[config.mk]
export PLATFORM = sky130hd
export DESIGN_NAME = rounding_boundary_distance_monitor
export DESIGN_NICKNAME = d
export VERILOG_FILES = /design/src/design/rbdm_pkg.sv /design/src/design/rounding_boundary_distance_monitor.sv /design/src/design/rbdm_msb.sv /design/src/design/rbdm_extract.sv /design/src/design/rbdm_track.sv
export SDC_FILE = /design/constraint.sdc
export NUM_CORES = 2
export LEC_CHECK = 0
export ABC_AREA = 1
export BUFFER_PORTS_ARGS = -buffer_cell sky130_fd_sc_hd__buf_2
export CORE_UTILIZATION = 41
export CTS_BUF_LIST = sky130_fd_sc_hd__clkbuf_8 sky130_fd_sc_hd__clkbuf_16
export DETAILED_ROUTE_END_ITERATION = 7
export PLACE_DENSITY = 0.66
export SLEW_MARGIN = 5
export SYNTH_ARGS = -nofsm -noshare
export SYNTH_HDL_FRONTEND = slang
export SYNTH_SLANG_ARGS = --single-unit
[constraint.sdc]
create_clock -name clk -period 35.9 [get_ports clk]
set_input_delay 1.795 -clock clk [delete_from_list [all_inputs] [get_ports clk]]
set_output_delay 1.795 -clock clk [all_outputs]
set_load 0.02 [all_outputs]
[src/design/rbdm_pkg.sv]
// shared types and constants for the rounding boundary distance monitor
`timescale 1ns / 1ps

package rbdm_pkg;

  // value and field widths
  localparam int VAL_W   = 256;
  localparam int WIDTH_W = 9;     // holds a magnitude width of 0 to 256
  localparam int PREC_W  = 8;
  localparam int RMODE_W = 2;
  localparam int CNT_W   = 32;
  localparam int OUT_W   = 32;

  // fraction taken from the discarded bits
  localparam int FRAC_W = 32;
  localparam logic [FRAC_W-1:0] FRAC_MASK = {FRAC_W{1'b1}};
  localparam logic [FRAC_W-1:0] FRAC_HALF = {1'b1, {(FRAC_W-1){1'b0}}};

  // probe kinds and rounding modes
  localparam logic MODE_INTERNAL = 1'b0;
  localparam logic MODE_ENDPOINT = 1'b1;
  localparam logic [RMODE_W-1:0] RMODE_NEAREST_EVEN = 2'd0;

  // precision used by endpoint probes and the only one internal probes act on
  localparam logic [PREC_W-1:0] PROBE_PREC = 8'd64;

  localparam logic [CNT_W-1:0] CNT_FULL = {CNT_W{1'b1}};

  // one probe after fraction extraction
  typedef struct packed {
    logic                  mode;
    logic [PREC_W-1:0]     prec;
    logic [RMODE_W-1:0]    rmode;
    logic                  discarded;
    logic [FRAC_W-1:0]     frac;
  } probe_t;

  // one result item
  typedef struct packed {
    logic                  discarded;
    logic [FRAC_W-1:0]     frac;
    logic [FRAC_W-1:0]     item_gap;
    logic [FRAC_W-1:0]     nearest_int;
    logic [FRAC_W-1:0]     second_int;
    logic [FRAC_W-1:0]     nearest_fin;
    logic [CNT_W-1:0]      events;
  } result_t;

endpackage

[src/design/rounding_boundary_distance_monitor.sv]
// top level of the rounding boundary distance monitor
`timescale 1ns / 1ps

// Rounding boundary distance monitor. Each input transfer carries a 256-bit
// two's complement value, a probe kind, a precision and a rounding mode. The
// block takes the magnitude, finds its bit width, and, when the width exceeds
// the precision (the given one for internal probes, 64 for endpoint probes),
// takes the top 32 discarded bits, left-aligned, as a fraction. Internal
// probes at precision 64 under round-to-nearest-even with a nonzero fraction
// update the two smallest distances to one half and a saturating event
// counter; endpoint probes update the smallest distance to one half, zero or
// all ones. Every input transfer yields exactly one output transfer showing
// the item's own fraction and distance and the running figures after it.
// Throughput is one item per clock while the output is not stalled. The path
// is one input register, then negate, leading-one tree, shift and minima
// update in a single pass into the output register. The running minima reset
// to all ones and the counter to zero. Back pressure on the output stalls
// both registers; the input stays ready while the output register is empty
// or being drained.

module rounding_boundary_distance_monitor
  import rbdm_pkg::*;
(
  input  logic         clk,
  input  logic         rst_n,

  input  logic         in_tvalid,
  output logic         in_tready,
  // [7:0] precision, [9:8] rounding_mode, [73:10] value_w0, [137:74] value_w1,
  // [201:138] value_w2, [265:202] value_w3, [271:266] zero
  input  logic [271:0] in_tdata,
  // [0] mode
  input  logic         in_tuser,

  output logic         out_tvalid,
  input  logic         out_tready,
  // [0] bits_discarded, [32:1] item_fraction, [64:33] item_distance,
  // [96:65] nearest_internal, [128:97] second_internal,
  // [160:129] nearest_final, [192:161] internal_events, [199:193] zero
  output logic [199:0] out_tdata
);

  // input register
  logic               s1_valid_r;
  logic               s1_mode_r;
  logic [PREC_W-1:0]  s1_prec_r;
  logic [RMODE_W-1:0] s1_rmode_r;
  logic [VAL_W-1:0]   s1_value_r;

  // output register
  logic               out_valid_r;
  result_t            out_res_r;

  logic               s1_adv;
  logic               s1_fire;
  logic               in_fire;
  logic [PREC_W-1:0]  prec_used;
  logic               probe_disc;
  logic [FRAC_W-1:0]  probe_frac;
  probe_t             probe;
  result_t            res;

  // stage 1 moves on when the output register is empty or being drained
  assign s1_adv    = !out_valid_r || out_tready;
  assign s1_fire   = s1_valid_r && s1_adv;
  assign in_tready = !s1_valid_r || s1_adv;
  assign in_fire   = in_tvalid && in_tready;

  always_ff @(posedge clk) begin
    if (!rst_n) begin
      s1_valid_r <= 1'b0;
    end else if (in_tready) begin
      s1_valid_r <= in_tvalid;
    end
  end

  // payload, no reset needed
  always_ff @(posedge clk) begin
    if (in_fire) begin
      s1_mode_r  <= in_tuser;
      s1_prec_r  <= in_tdata[7:0];
      s1_rmode_r <= in_tdata[9:8];
      s1_value_r <= in_tdata[265:10];
    end
  end

  // endpoint probes always cut at the fixed precision
  assign prec_used = (s1_mode_r == MODE_ENDPOINT) ? PROBE_PREC : s1_prec_r;

  rbdm_extract u_extract (
    .value     (s1_value_r),
    .prec      (prec_used),
    .discarded (probe_disc),
    .frac      (probe_frac)
  );

  always_comb begin
    probe.mode      = s1_mode_r;
    probe.prec      = s1_prec_r;
    probe.rmode     = s1_rmode_r;
    probe.discarded = probe_disc;
    probe.frac      = probe_frac;
  end

  // running state commits only when the item leaves stage 1
  rbdm_track u_track (
    .clk    (clk),
    .rst_n  (rst_n),
    .upd_en (s1_fire),
    .probe  (probe),
    .res    (res)
  );

  always_ff @(posedge clk) begin
    if (!rst_n) begin
      out_valid_r <= 1'b0;
    end else if (s1_adv) begin
      out_valid_r <= s1_valid_r;
    end
  end

  always_ff @(posedge clk) begin
    if (s1_fire) begin
      out_res_r <= res;
    end
  end

  assign out_tvalid = out_valid_r;
  assign out_tdata  = {7'd0,
                       OUT_W'(out_res_r.events),
                       OUT_W'(out_res_r.nearest_fin),
                       OUT_W'(out_res_r.second_int),
                       OUT_W'(out_res_r.nearest_int),
                       OUT_W'(out_res_r.item_gap),
                       OUT_W'(out_res_r.frac),
                       out_res_r.discarded};

endmodule

[src/design/rbdm_msb.sv]
// leading-one tree: bit width of a 256-bit magnitude
`timescale 1ns / 1ps

module rbdm_msb
  import rbdm_pkg::*;
(
  input  logic [VAL_W-1:0]   mag,
  output logic [WIDTH_W-1:0] width
);

  function automatic logic [1:0] lead4(input logic [3:0] a);
    logic [1:0] r;
    r = 2'd0;
    if (a[1]) r = 2'd1;
    if (a[2]) r = 2'd2;
    if (a[3]) r = 2'd3;
    return r;
  endfunction

  logic       l0_any [64];
  logic [1:0] l0_pos [64];
  logic       l1_any [16];
  logic [3:0] l1_pos [16];
  logic       l2_any [4];
  logic [5:0] l2_pos [4];
  logic       l3_any;
  logic [7:0] l3_pos;

  // nibble level
  always_comb begin
    for (int g = 0; g < 64; g++) begin
      l0_any[g] = |mag[4*g +: 4];
      l0_pos[g] = lead4(mag[4*g +: 4]);
    end
  end

  // groups of four nibbles
  always_comb begin
    logic [3:0] a;
    logic [1:0] s;
    logic [1:0] p [4];
    for (int j = 0; j < 16; j++) begin
      for (int k = 0; k < 4; k++) begin
        a[k] = l0_any[4*j+k];
        p[k] = l0_pos[4*j+k];
      end
      s         = lead4(a);
      l1_any[j] = |a;
      l1_pos[j] = {s, p[s]};
    end
  end

  // groups of sixteen nibbles
  always_comb begin
    logic [3:0] a;
    logic [1:0] s;
    logic [3:0] p [4];
    for (int j = 0; j < 4; j++) begin
      for (int k = 0; k < 4; k++) begin
        a[k] = l1_any[4*j+k];
        p[k] = l1_pos[4*j+k];
      end
      s         = lead4(a);
      l2_any[j] = |a;
      l2_pos[j] = {s, p[s]};
    end
  end

  // whole word
  always_comb begin
    logic [3:0] a;
    logic [1:0] s;
    for (int k = 0; k < 4; k++) a[k] = l2_any[k];
    s      = lead4(a);
    l3_any = |a;
    l3_pos = {s, l2_pos[s]};
  end

  assign width = l3_any ? ({1'b0, l3_pos} + WIDTH_W'(1)) : '0;

endmodule

[src/design/rbdm_extract.sv]
// magnitude, width and left-aligned discarded fraction of one value
`timescale 1ns / 1ps

module rbdm_extract
  import rbdm_pkg::*;
(
  input  logic [VAL_W-1:0]  value,
  input  logic [PREC_W-1:0] prec,
  output logic              discarded,
  output logic [FRAC_W-1:0] frac
);

  logic [VAL_W-1:0]        mag;
  logic [WIDTH_W-1:0]      width;
  logic [WIDTH_W:0]        shift;
  logic [VAL_W+FRAC_W-1:0] ext;

  // the most negative value wraps to 2^255, read as unsigned
  assign mag = value[VAL_W-1] ? (~value + VAL_W'(1)) : value;

  rbdm_msb u_msb (
    .mag   (mag),
    .width (width)
  );

  // signed difference width - prec, one bit wider than the width
  assign shift     = {1'b0, width} - (WIDTH_W+1)'(prec);
  assign discarded = !shift[WIDTH_W] && (shift != '0);

  // bits below the kept part, top bit first; positions under bit 0 read as zero
  assign ext  = {mag, {FRAC_W{1'b0}}} >> shift[WIDTH_W-1:0];
  assign frac = discarded ? ext[FRAC_W-1:0] : '0;

endmodule

[src/design/rbdm_track.sv]
// running minima and event counter, updated once per probe
`timescale 1ns / 1ps

module rbdm_track
  import rbdm_pkg::*;
(
  input  logic    clk,
  input  logic    rst_n,
  input  logic    upd_en,
  input  probe_t  probe,
  output result_t res
);

  logic [FRAC_W-1:0] best_int_r, best_int_nxt;
  logic [FRAC_W-1:0] second_int_r, second_int_nxt;
  logic [FRAC_W-1:0] best_fin_r, best_fin_nxt;
  logic [CNT_W-1:0]  events_r, events_nxt;

  logic [FRAC_W-1:0] hgap;
  logic [FRAC_W-1:0] egap;
  logic [FRAC_W-1:0] item_gap;
  logic              int_hit;

  function automatic logic [FRAC_W-1:0] half_gap(input logic [FRAC_W-1:0] f);
    return (f > FRAC_HALF) ? (f - FRAC_HALF) : (FRAC_HALF - f);
  endfunction

  assign hgap = half_gap(probe.frac);
  // distance to zero below one half, to all ones above
  assign egap = (probe.frac < FRAC_HALF) ? probe.frac : (FRAC_MASK - probe.frac);

  assign int_hit = (probe.mode == MODE_INTERNAL) && (probe.prec == PROBE_PREC) &&
                   (probe.rmode == RMODE_NEAREST_EVEN) && probe.discarded &&
                   (probe.frac != '0);

  always_comb begin
    best_int_nxt   = best_int_r;
    second_int_nxt = second_int_r;
    best_fin_nxt   = best_fin_r;
    events_nxt     = events_r;
    item_gap       = FRAC_MASK;
    if (probe.mode == MODE_INTERNAL) begin
      if (int_hit) begin
        item_gap = hgap;
        if (events_r != CNT_FULL) events_nxt = events_r + CNT_W'(1);
        if (hgap < best_int_r) begin
          second_int_nxt = best_int_r;
          best_int_nxt   = hgap;
        end else if (hgap < second_int_r) begin
          second_int_nxt = hgap;
        end
      end
    end else if (probe.discarded) begin
      item_gap = (hgap < egap) ? hgap : egap;
      if (item_gap < best_fin_r) best_fin_nxt = item_gap;
    end
  end

  always_ff @(posedge clk) begin
    if (!rst_n) begin
      best_int_r   <= FRAC_MASK;
      second_int_r <= FRAC_MASK;
      best_fin_r   <= FRAC_MASK;
      events_r     <= '0;
    end else if (upd_en) begin
      best_int_r   <= best_int_nxt;
      second_int_r <= second_int_nxt;
      best_fin_r   <= best_fin_nxt;
      events_r     <= events_nxt;
    end
  end

  always_comb begin
    res.discarded   = probe.discarded;
    res.frac        = probe.frac;
    res.item_gap    = item_gap;
    res.nearest_int = best_int_nxt;
    res.second_int  = second_int_nxt;
    res.nearest_fin = best_fin_nxt;
    res.events      = events_nxt;
  end

endmodule

Word level (Yosys, flattened, before mapping)
Index checks and enable logic that the tools add are counted.
Widths: inputs -> output; s select.
{ "classes": {"add_sub_neg": 7, "n_lt_le_gt_ge": 27, "n_eq_ne": 2, "n_shift": 1, "mux": 341, "bitwise": 23, "n_reduce_logical": 79} }
{ "op_table": {"columns": ["operator", "count"], "rows": [
  ["$mux 32", 20],
  ["$mux 2", 202],
  ["$shr 288x9->32", 1],
  ["$add 256x1->256 const B", 1],
  ["$mux 256", 1],
  ["$not 256->256", 1],
  ["$reduce_or 256->1", 1],
  ["$reduce_or 16->1", 12],
  ["$reduce_or 4->1", 48],
  ["$reduce_or 64->1", 3],
  ["$lt 32x32->1", 4],
  ["$mux 1", 85],
  ["$bmux 2 s2", 16],
  ["$sub 32x32->32 const A", 2],
  ["$ge 3x3->1 const B", 21],
  ["$not 2->3", 21],
  ["$add 32x1->32 const B", 1],
  ["$bmux 4 s2", 4],
  ["$gt 32x32->1 const B", 1],
  ["$lt 32x32->1 const B", 1],
  ["$mux 4", 8],
  ["$ne 32x32->1 const B", 1],
  ["$reduce_bool 32->1", 1],
  ["$sub 32x32->32 const B", 1],
  ["13 further kinds", 23]
]} }
{ "totals": {"regBits": 590, "output_inout_bits": 202, "elab_cells": 497} }

Longest topological paths before layout
{ "depth": {"ltp_word": 31, "ltp_mapped": 98, "mapped_depth_nobuf": 91} }

Modules after synthesis
Synthesis repeated with hierarchy kept, for this count alone.
{ "unflattened": {"cells_unflattened": 10398, "area_unflattened_um2": 62228.4} }
{ "by_module_without_submodules": {"columns": ["mod", "instances", "cells_per_inst", "area_per_inst_um2"], "rows": [
  ["rbdm_extract", 1, 6962, 31233.7],
  ["rounding_boundary_distance_monitor", 1, 497, 14034.7],
  ["rbdm_track", 1, 1937, 12463.2],
  ["rbdm_msb", 1, 1002, 4496.8]
]} }

Worst setup path after synthesis
No wires, ideal clock.
{ "synth_path": {"kind": "register to register", "from": "register s1_value_r[0]", "to": "register out_res_r, in the netlist out_tdata[139] (data pin)", "setup_ps": 255, "arrival_time_ps": 11714, "required_ps": 35645, "slack_ps": 23932, "path_stages_with_launch": 90, "path_cell_list": "edfxtp_1 > inv_2 > ha_1 > nand3_2 > nor2_1 > nand2_2 > nor2_2 > nand2_1 > nand2_2 > nand2_2 > nor2_4 > nand2_1 > nand2_1 > nand2_1 > nor2_1 > nand2_2 > nor2_4 > nand2_4 > [... 54 more ...] > nand3_1 > nand2_1 > a21oi_1 > nand3_4 > inv_1 > clkbuf_2 > buf_2 > nand2_1 > o21ai_0 > ha_1 > a21oi_1 > o21ai_0 > nand2_1 > a31oi_1 > a2111oi_4 > clkbuf_1 > nand3_1 > and2_1"} }
{ "synth_rtl": {"columns": ["item", "line", "rtl"], "rows": [
  ["start, declared", "rounding_boundary_distance_monitor.sv:48", "logic [VAL_W-1:0] s1_value_r;"],
  ["start signal, assigned", "rounding_boundary_distance_monitor.sv:83", "s1_value_r <= in_tdata[265:10];"],
  ["end signal, assigned", "rounding_boundary_distance_monitor.sv:124", "out_res_r <= res;"],
  ["end, declared", "rounding_boundary_distance_monitor.sv:52", "result_t out_res_r;"]
]} }

==> results.txt <==
----------------------------------------------------
[Clock network]
  H-tree depth reported by CTS ... 3
  Buffers inserted during post-CTS setup optimization ... 0
  Cts repair resizes ... 0
  Clock insertion delay at the later pin of the skew report ... 750 ps
  Clock transition at the registers of the reported paths ... 60 ps
  Cell chosen for the clock root ... sky130_fd_sc_hd__clkbuf_16
  Maximum root-to-sink buffer count ... 3
  Sink Count ... 590
  Hold-fix buffer count after cts ... 0
  Cts bufs inserted ... 67
  Clock tree from TritonCTS ... done

[Setup path]
  WP depth ... 76
  Largest fanout on the critical path ... 78
  Reg-to-Reg End ... out_tdata[159]$_DFFE_PP_
  CP Data Required Time ... 36450 ps
  Delay of the slowest cell on the worst path ... 1070 ps
  Launching element of the worst setup path ... s1_value_r[0]$_DFFE_PP_
  Register-to-register path setup slack ... 15070 ps
  Data arrival time of the critical path ... 21390 ps
  Kind of launch point of the worst setup path ... flip-flop
  Critical path's slowest cell ... sky130_fd_sc_hd__o311ai_0
  Number of cells on the worst reg-to-reg path ... 76
  Kind of cell adding the most delay to the critical path ... simple AND/OR/NAND/NOR gates
  Worst r2r src ... s1_value_r[0]$_DFFE_PP_
  Worst setup path class ... reg2reg
  Type of element capturing the critical path ... flip-flop
  Termination of the worst setup path ... out_tdata[159]$_DFFE_PP_
  CP bufs+invs ... 12
  Library cell appearing most often on the critical path ... sky130_fd_sc_hd__nand2_1

[Route]
  First drt pass iteration count ... 7
  Total via count after detailed routing ... 68300
  Overall routed net length ... 296000 um
  DR DRC count ... 0
  Antenna-violating nets left ... 0
  Average wire per standard cell ... 25.3 um
  DRC violation total after the first TritonRoute iteration ... 10800
  Routed vias/inst ... 5.84

[Final layout]
  Syn-to-layout area delta ... 9.96%
  Fraction of final layout cells sized beyond drive strength 1 ... 10.4%
  Final Core Density ... 45.4%
  Total Nets Final ... 10200
  Final std cell area, no fill ... 64300 um^2
  Post-layout instance count excluding filler cells ... 11700

[Placed design]
  Worst setup slack after placement ... 15720 ps
  RD Place Congestion ... 1.09
  Placement-stage cell area ... 62100 um^2
  Port Buffers ... 465
  Instance count after placement with tap cells included ... 11600
  HPWL after detailed placement ... 243000 um

[Global routing]
  Remaining Overflow, GRT ... 0
  Global-route wire length before repair ... 416000 um
  Via count of the first global-routing pass ... 59600
  Initial antenna violation count ... 6
  All-layer global routing usage ... 39.4%
  Pin count of the biggest net entering global routing ... 211

[Logic synthesis]
  Synth Cell Area ... 58500 um^2
  Gate count of the mapped netlist ... 9595
  Share of synthesized area occupied by flip-flops and latches ... 28.1%
  EDFF count, synth ... 460
  Post-synthesis register bit count ... 590
  Count of warnings emitted by yosys ... 0
  Distinct cells, synth ... 80
  Syn Area/Cell ... 6.10 um^2
  Post-synth ARST share ... 0%
  Dominant synthesized flop cell ... sky130_fd_sc_hd__edfxtp_1

[Timing]
  Final number of setup-violating endpoints ... 0
  Fin. Hold Viols ... 0
  Fmax ... 48.0 MHz
  Final worst-path cycle share ... 58.0%
  Crit path setup slack, layout ... 15070 ps
  Transition time at the pin with the least slew margin ... 1340 ps
  Time the worst path needs with I/O delays and setup ... 20830 ps
  Total Neg Setup Slack ... 0 ps
  Number of max-slew violations in the final report ... 0
  Final worst clock skew ... 95.8 ps
  RSZ-0062 raised after global routing ... no
  Tightest hold margin ... 459 ps
  Worst slew slack as a fraction of its limit ... 9.98%

[Power and ir drop]
  Maximum ir drop on the vdd rail ... 0.0566 mV
  Switching share of total power ... 55.3%
  Power density normalized to cell area ... 72.4 nW/um^2
  Post-layout power ... 4.66 mW
  NetSw ... 2.58 mW
  Portion of total power attributed to the clock network ... 14.9%
  Total internal power ... 2.08 mW
  Fraction of power consumed by combinational cells ... 66.0%
  Part of the power in registers ... 19.1%
  Standby leakage power ... 28.3 nW

[Die]
  Die X-Extent ... 380 um
  DIE AREA ... 144000 um^2
  Height of the chip ... 380 um
  Core Rows ... 138
  Initial core utilization ... 41.3%
  Floorplan Core Area ... 142000 um^2
  Top Ports ... 479

[Flow run]
  Number of maximum-capacitance constraint violations ... 0

[Hold path]
  Type of the tightest min-delay check ... reg2reg

[Status]
  Status ... finished, final reports clean

----------------------------------------------------
## state kept, by name, indices dropped and copies added (netlist names)
name                  count
s1_valid_r                1
u_track.best_fin_r       32
s1_mode_r                 1
s1_rmode_r                2
out_tvalid                1
u_track.second_int_r     32
s1_prec_r                 8
u_track.events_r         32
s1_value_r              256
u_track.best_int_r       32
out_tdata               193
## cell usage in the layout (no fill, tap or decap), types with 78 or more instances in the layout
cell                          n
sky130_fd_sc_hd__ha_1       138
sky130_fd_sc_hd__nand3_1   1038
sky130_fd_sc_hd__nand4_1    103
sky130_fd_sc_hd__edfxtp_1   460
sky130_fd_sc_hd__or2_2      103
sky130_fd_sc_hd__o21ai_1     78
sky130_fd_sc_hd__o211ai_1   110
sky130_fd_sc_hd__o21ai_0    952
sky130_fd_sc_hd__a21oi_1    326
sky130_fd_sc_hd__nand2_1   3125
sky130_fd_sc_hd__buf_4       79
sky130_fd_sc_hd__dfxtp_1    130
sky130_fd_sc_hd__xor2_1      90
sky130_fd_sc_hd__nor2_1    1018
sky130_fd_sc_hd__buf_2      465
sky130_fd_sc_hd__inv_1      792
## tightest hold or removal path, delay by kind of cell, from the launching register on
| family | cells | cell delay [ps] |
|---|---|---|
| compound gates | 1 | 50 |
| flops | 1 | 320 |
| simple gates | 1 | 40 |
## power groups by stage
stage / combinational (mW) / clock (mW) / sequential, mW
6_report: 3.07 / 0.694 / 0.891
5_1_grt: 3.29 / 0.729 / 0.893
2_1_floorplan: 1.81 / 0 / 0.920
3_3_place_gp: 2.89 / 0 / 0.900
3_5_place_dp: 2.92 / 0 / 0.902
4_1_cts: 2.94 / 0.707 / 0.887
## how the worst min path moves through the flow
| stage | depth (start not counted) | from | slack, ps | endpoint |
|---|---|---|---|---|
| after floorplan | 2 | u_track.best_fin_r[31]$_SDFFE_PN1P_ | 420 | u_track.best_fin_r[31]$_SDFFE_PN1P_ |
| after global placement | 2 | u_track.best_fin_r[31]$_SDFFE_PN1P_ | 440 | u_track.best_fin_r[31]$_SDFFE_PN1P_ |
| final | 2 | u_track.best_fin_r[31]$_SDFFE_PN1P_ | 460 | u_track.best_fin_r[31]$_SDFFE_PN1P_ |
| after global routing | 2 | u_track.best_fin_r[31]$_SDFFE_PN1P_ | 480 | u_track.best_fin_r[31]$_SDFFE_PN1P_ |
| after detailed placement | 2 | u_track.best_fin_r[20]$_SDFFE_PN1P_ | 450 | u_track.best_fin_r[20]$_SDFFE_PN1P_ |
| after CTS | 2 | u_track.best_fin_r[31]$_SDFFE_PN1P_ | 460 | u_track.best_fin_r[31]$_SDFFE_PN1P_ |
## cells in the mapped netlist (24+ instances only)
library cell	instances	area [um^2]
sky130_fd_sc_hd__buf_1	145	544
sky130_fd_sc_hd__inv_2	48	180
sky130_fd_sc_hd__nand3_1	1038	5190
sky130_fd_sc_hd__xnor2_1	24	210
sky130_fd_sc_hd__xor2_1	94	823
sky130_fd_sc_hd__edfxtp_1	460	13800
sky130_fd_sc_hd__o21ai_1	78	390
sky130_fd_sc_hd__nor2_2	56	350
sky130_fd_sc_hd__nand3b_1	60	450
sky130_fd_sc_hd__mux2i_1	70	701
sky130_fd_sc_hd__inv_1	785	2950
sky130_fd_sc_hd__nand2_1	3127	11700
sky130_fd_sc_hd__a21oi_1	326	1630
sky130_fd_sc_hd__nor3_1	37	185
sky130_fd_sc_hd__or2_2	103	644
sky130_fd_sc_hd__a31oi_1	46	288
sky130_fd_sc_hd__nand4_1	103	644
sky130_fd_sc_hd__o21ai_0	952	4760
sky130_fd_sc_hd__buf_2	50	250
sky130_fd_sc_hd__dfxtp_1	130	2600
sky130_fd_sc_hd__nor2_1	1019	3820
sky130_fd_sc_hd__nand2_2	76	475
sky130_fd_sc_hd__ha_1	139	1740
sky130_fd_sc_hd__and2_1	45	282
sky130_fd_sc_hd__clkbuf_1	243	912
sky130_fd_sc_hd__o211ai_1	110	826
## area by class of cell
cell class                      instances  area, um^2
Fill cell                           15300       77200
Multi-Input combinational cell       7708       37100
Sequential cell                       590       16400
Inverter                              842        3210
Timing Repair Buffer                  549        3020
Tap cell                             1890        2360
Clock buffer                           68        1690
Clock inverter                         55         520
Antenna cell                            1        2.50
## metal layers
metal / vias up / wire, um / share of wire [%] / global-route usage, %
li1: 32100 / - / - / -
met1: 31900 / 131000 / 44 / 58.4
met2: 3917 / 117000 / 40 / 55.0
met3: 481 / 33100 / 11 / 7.49
met4: 6 / 14400 / 4.9 / 16.9
met5: - / 32 / 0.011 / 0
## logic make-up (layout without fill, tap and decap cells)
kind of cell	count (synthesis)	after routing	share of synthesized area, %
buf+inv	1304	1514	8.75
other cells	1	9	0.00641
simple gates	5757	5757	42.3
flops	590	590	28.1
xor+xnor	118	118	1.77
compound gates	1615	1615	14.9
mux	70	70	1.20
fa+ha+maj	140	140	3.01
Note: power is estimated with default switching activity, not from simulation.
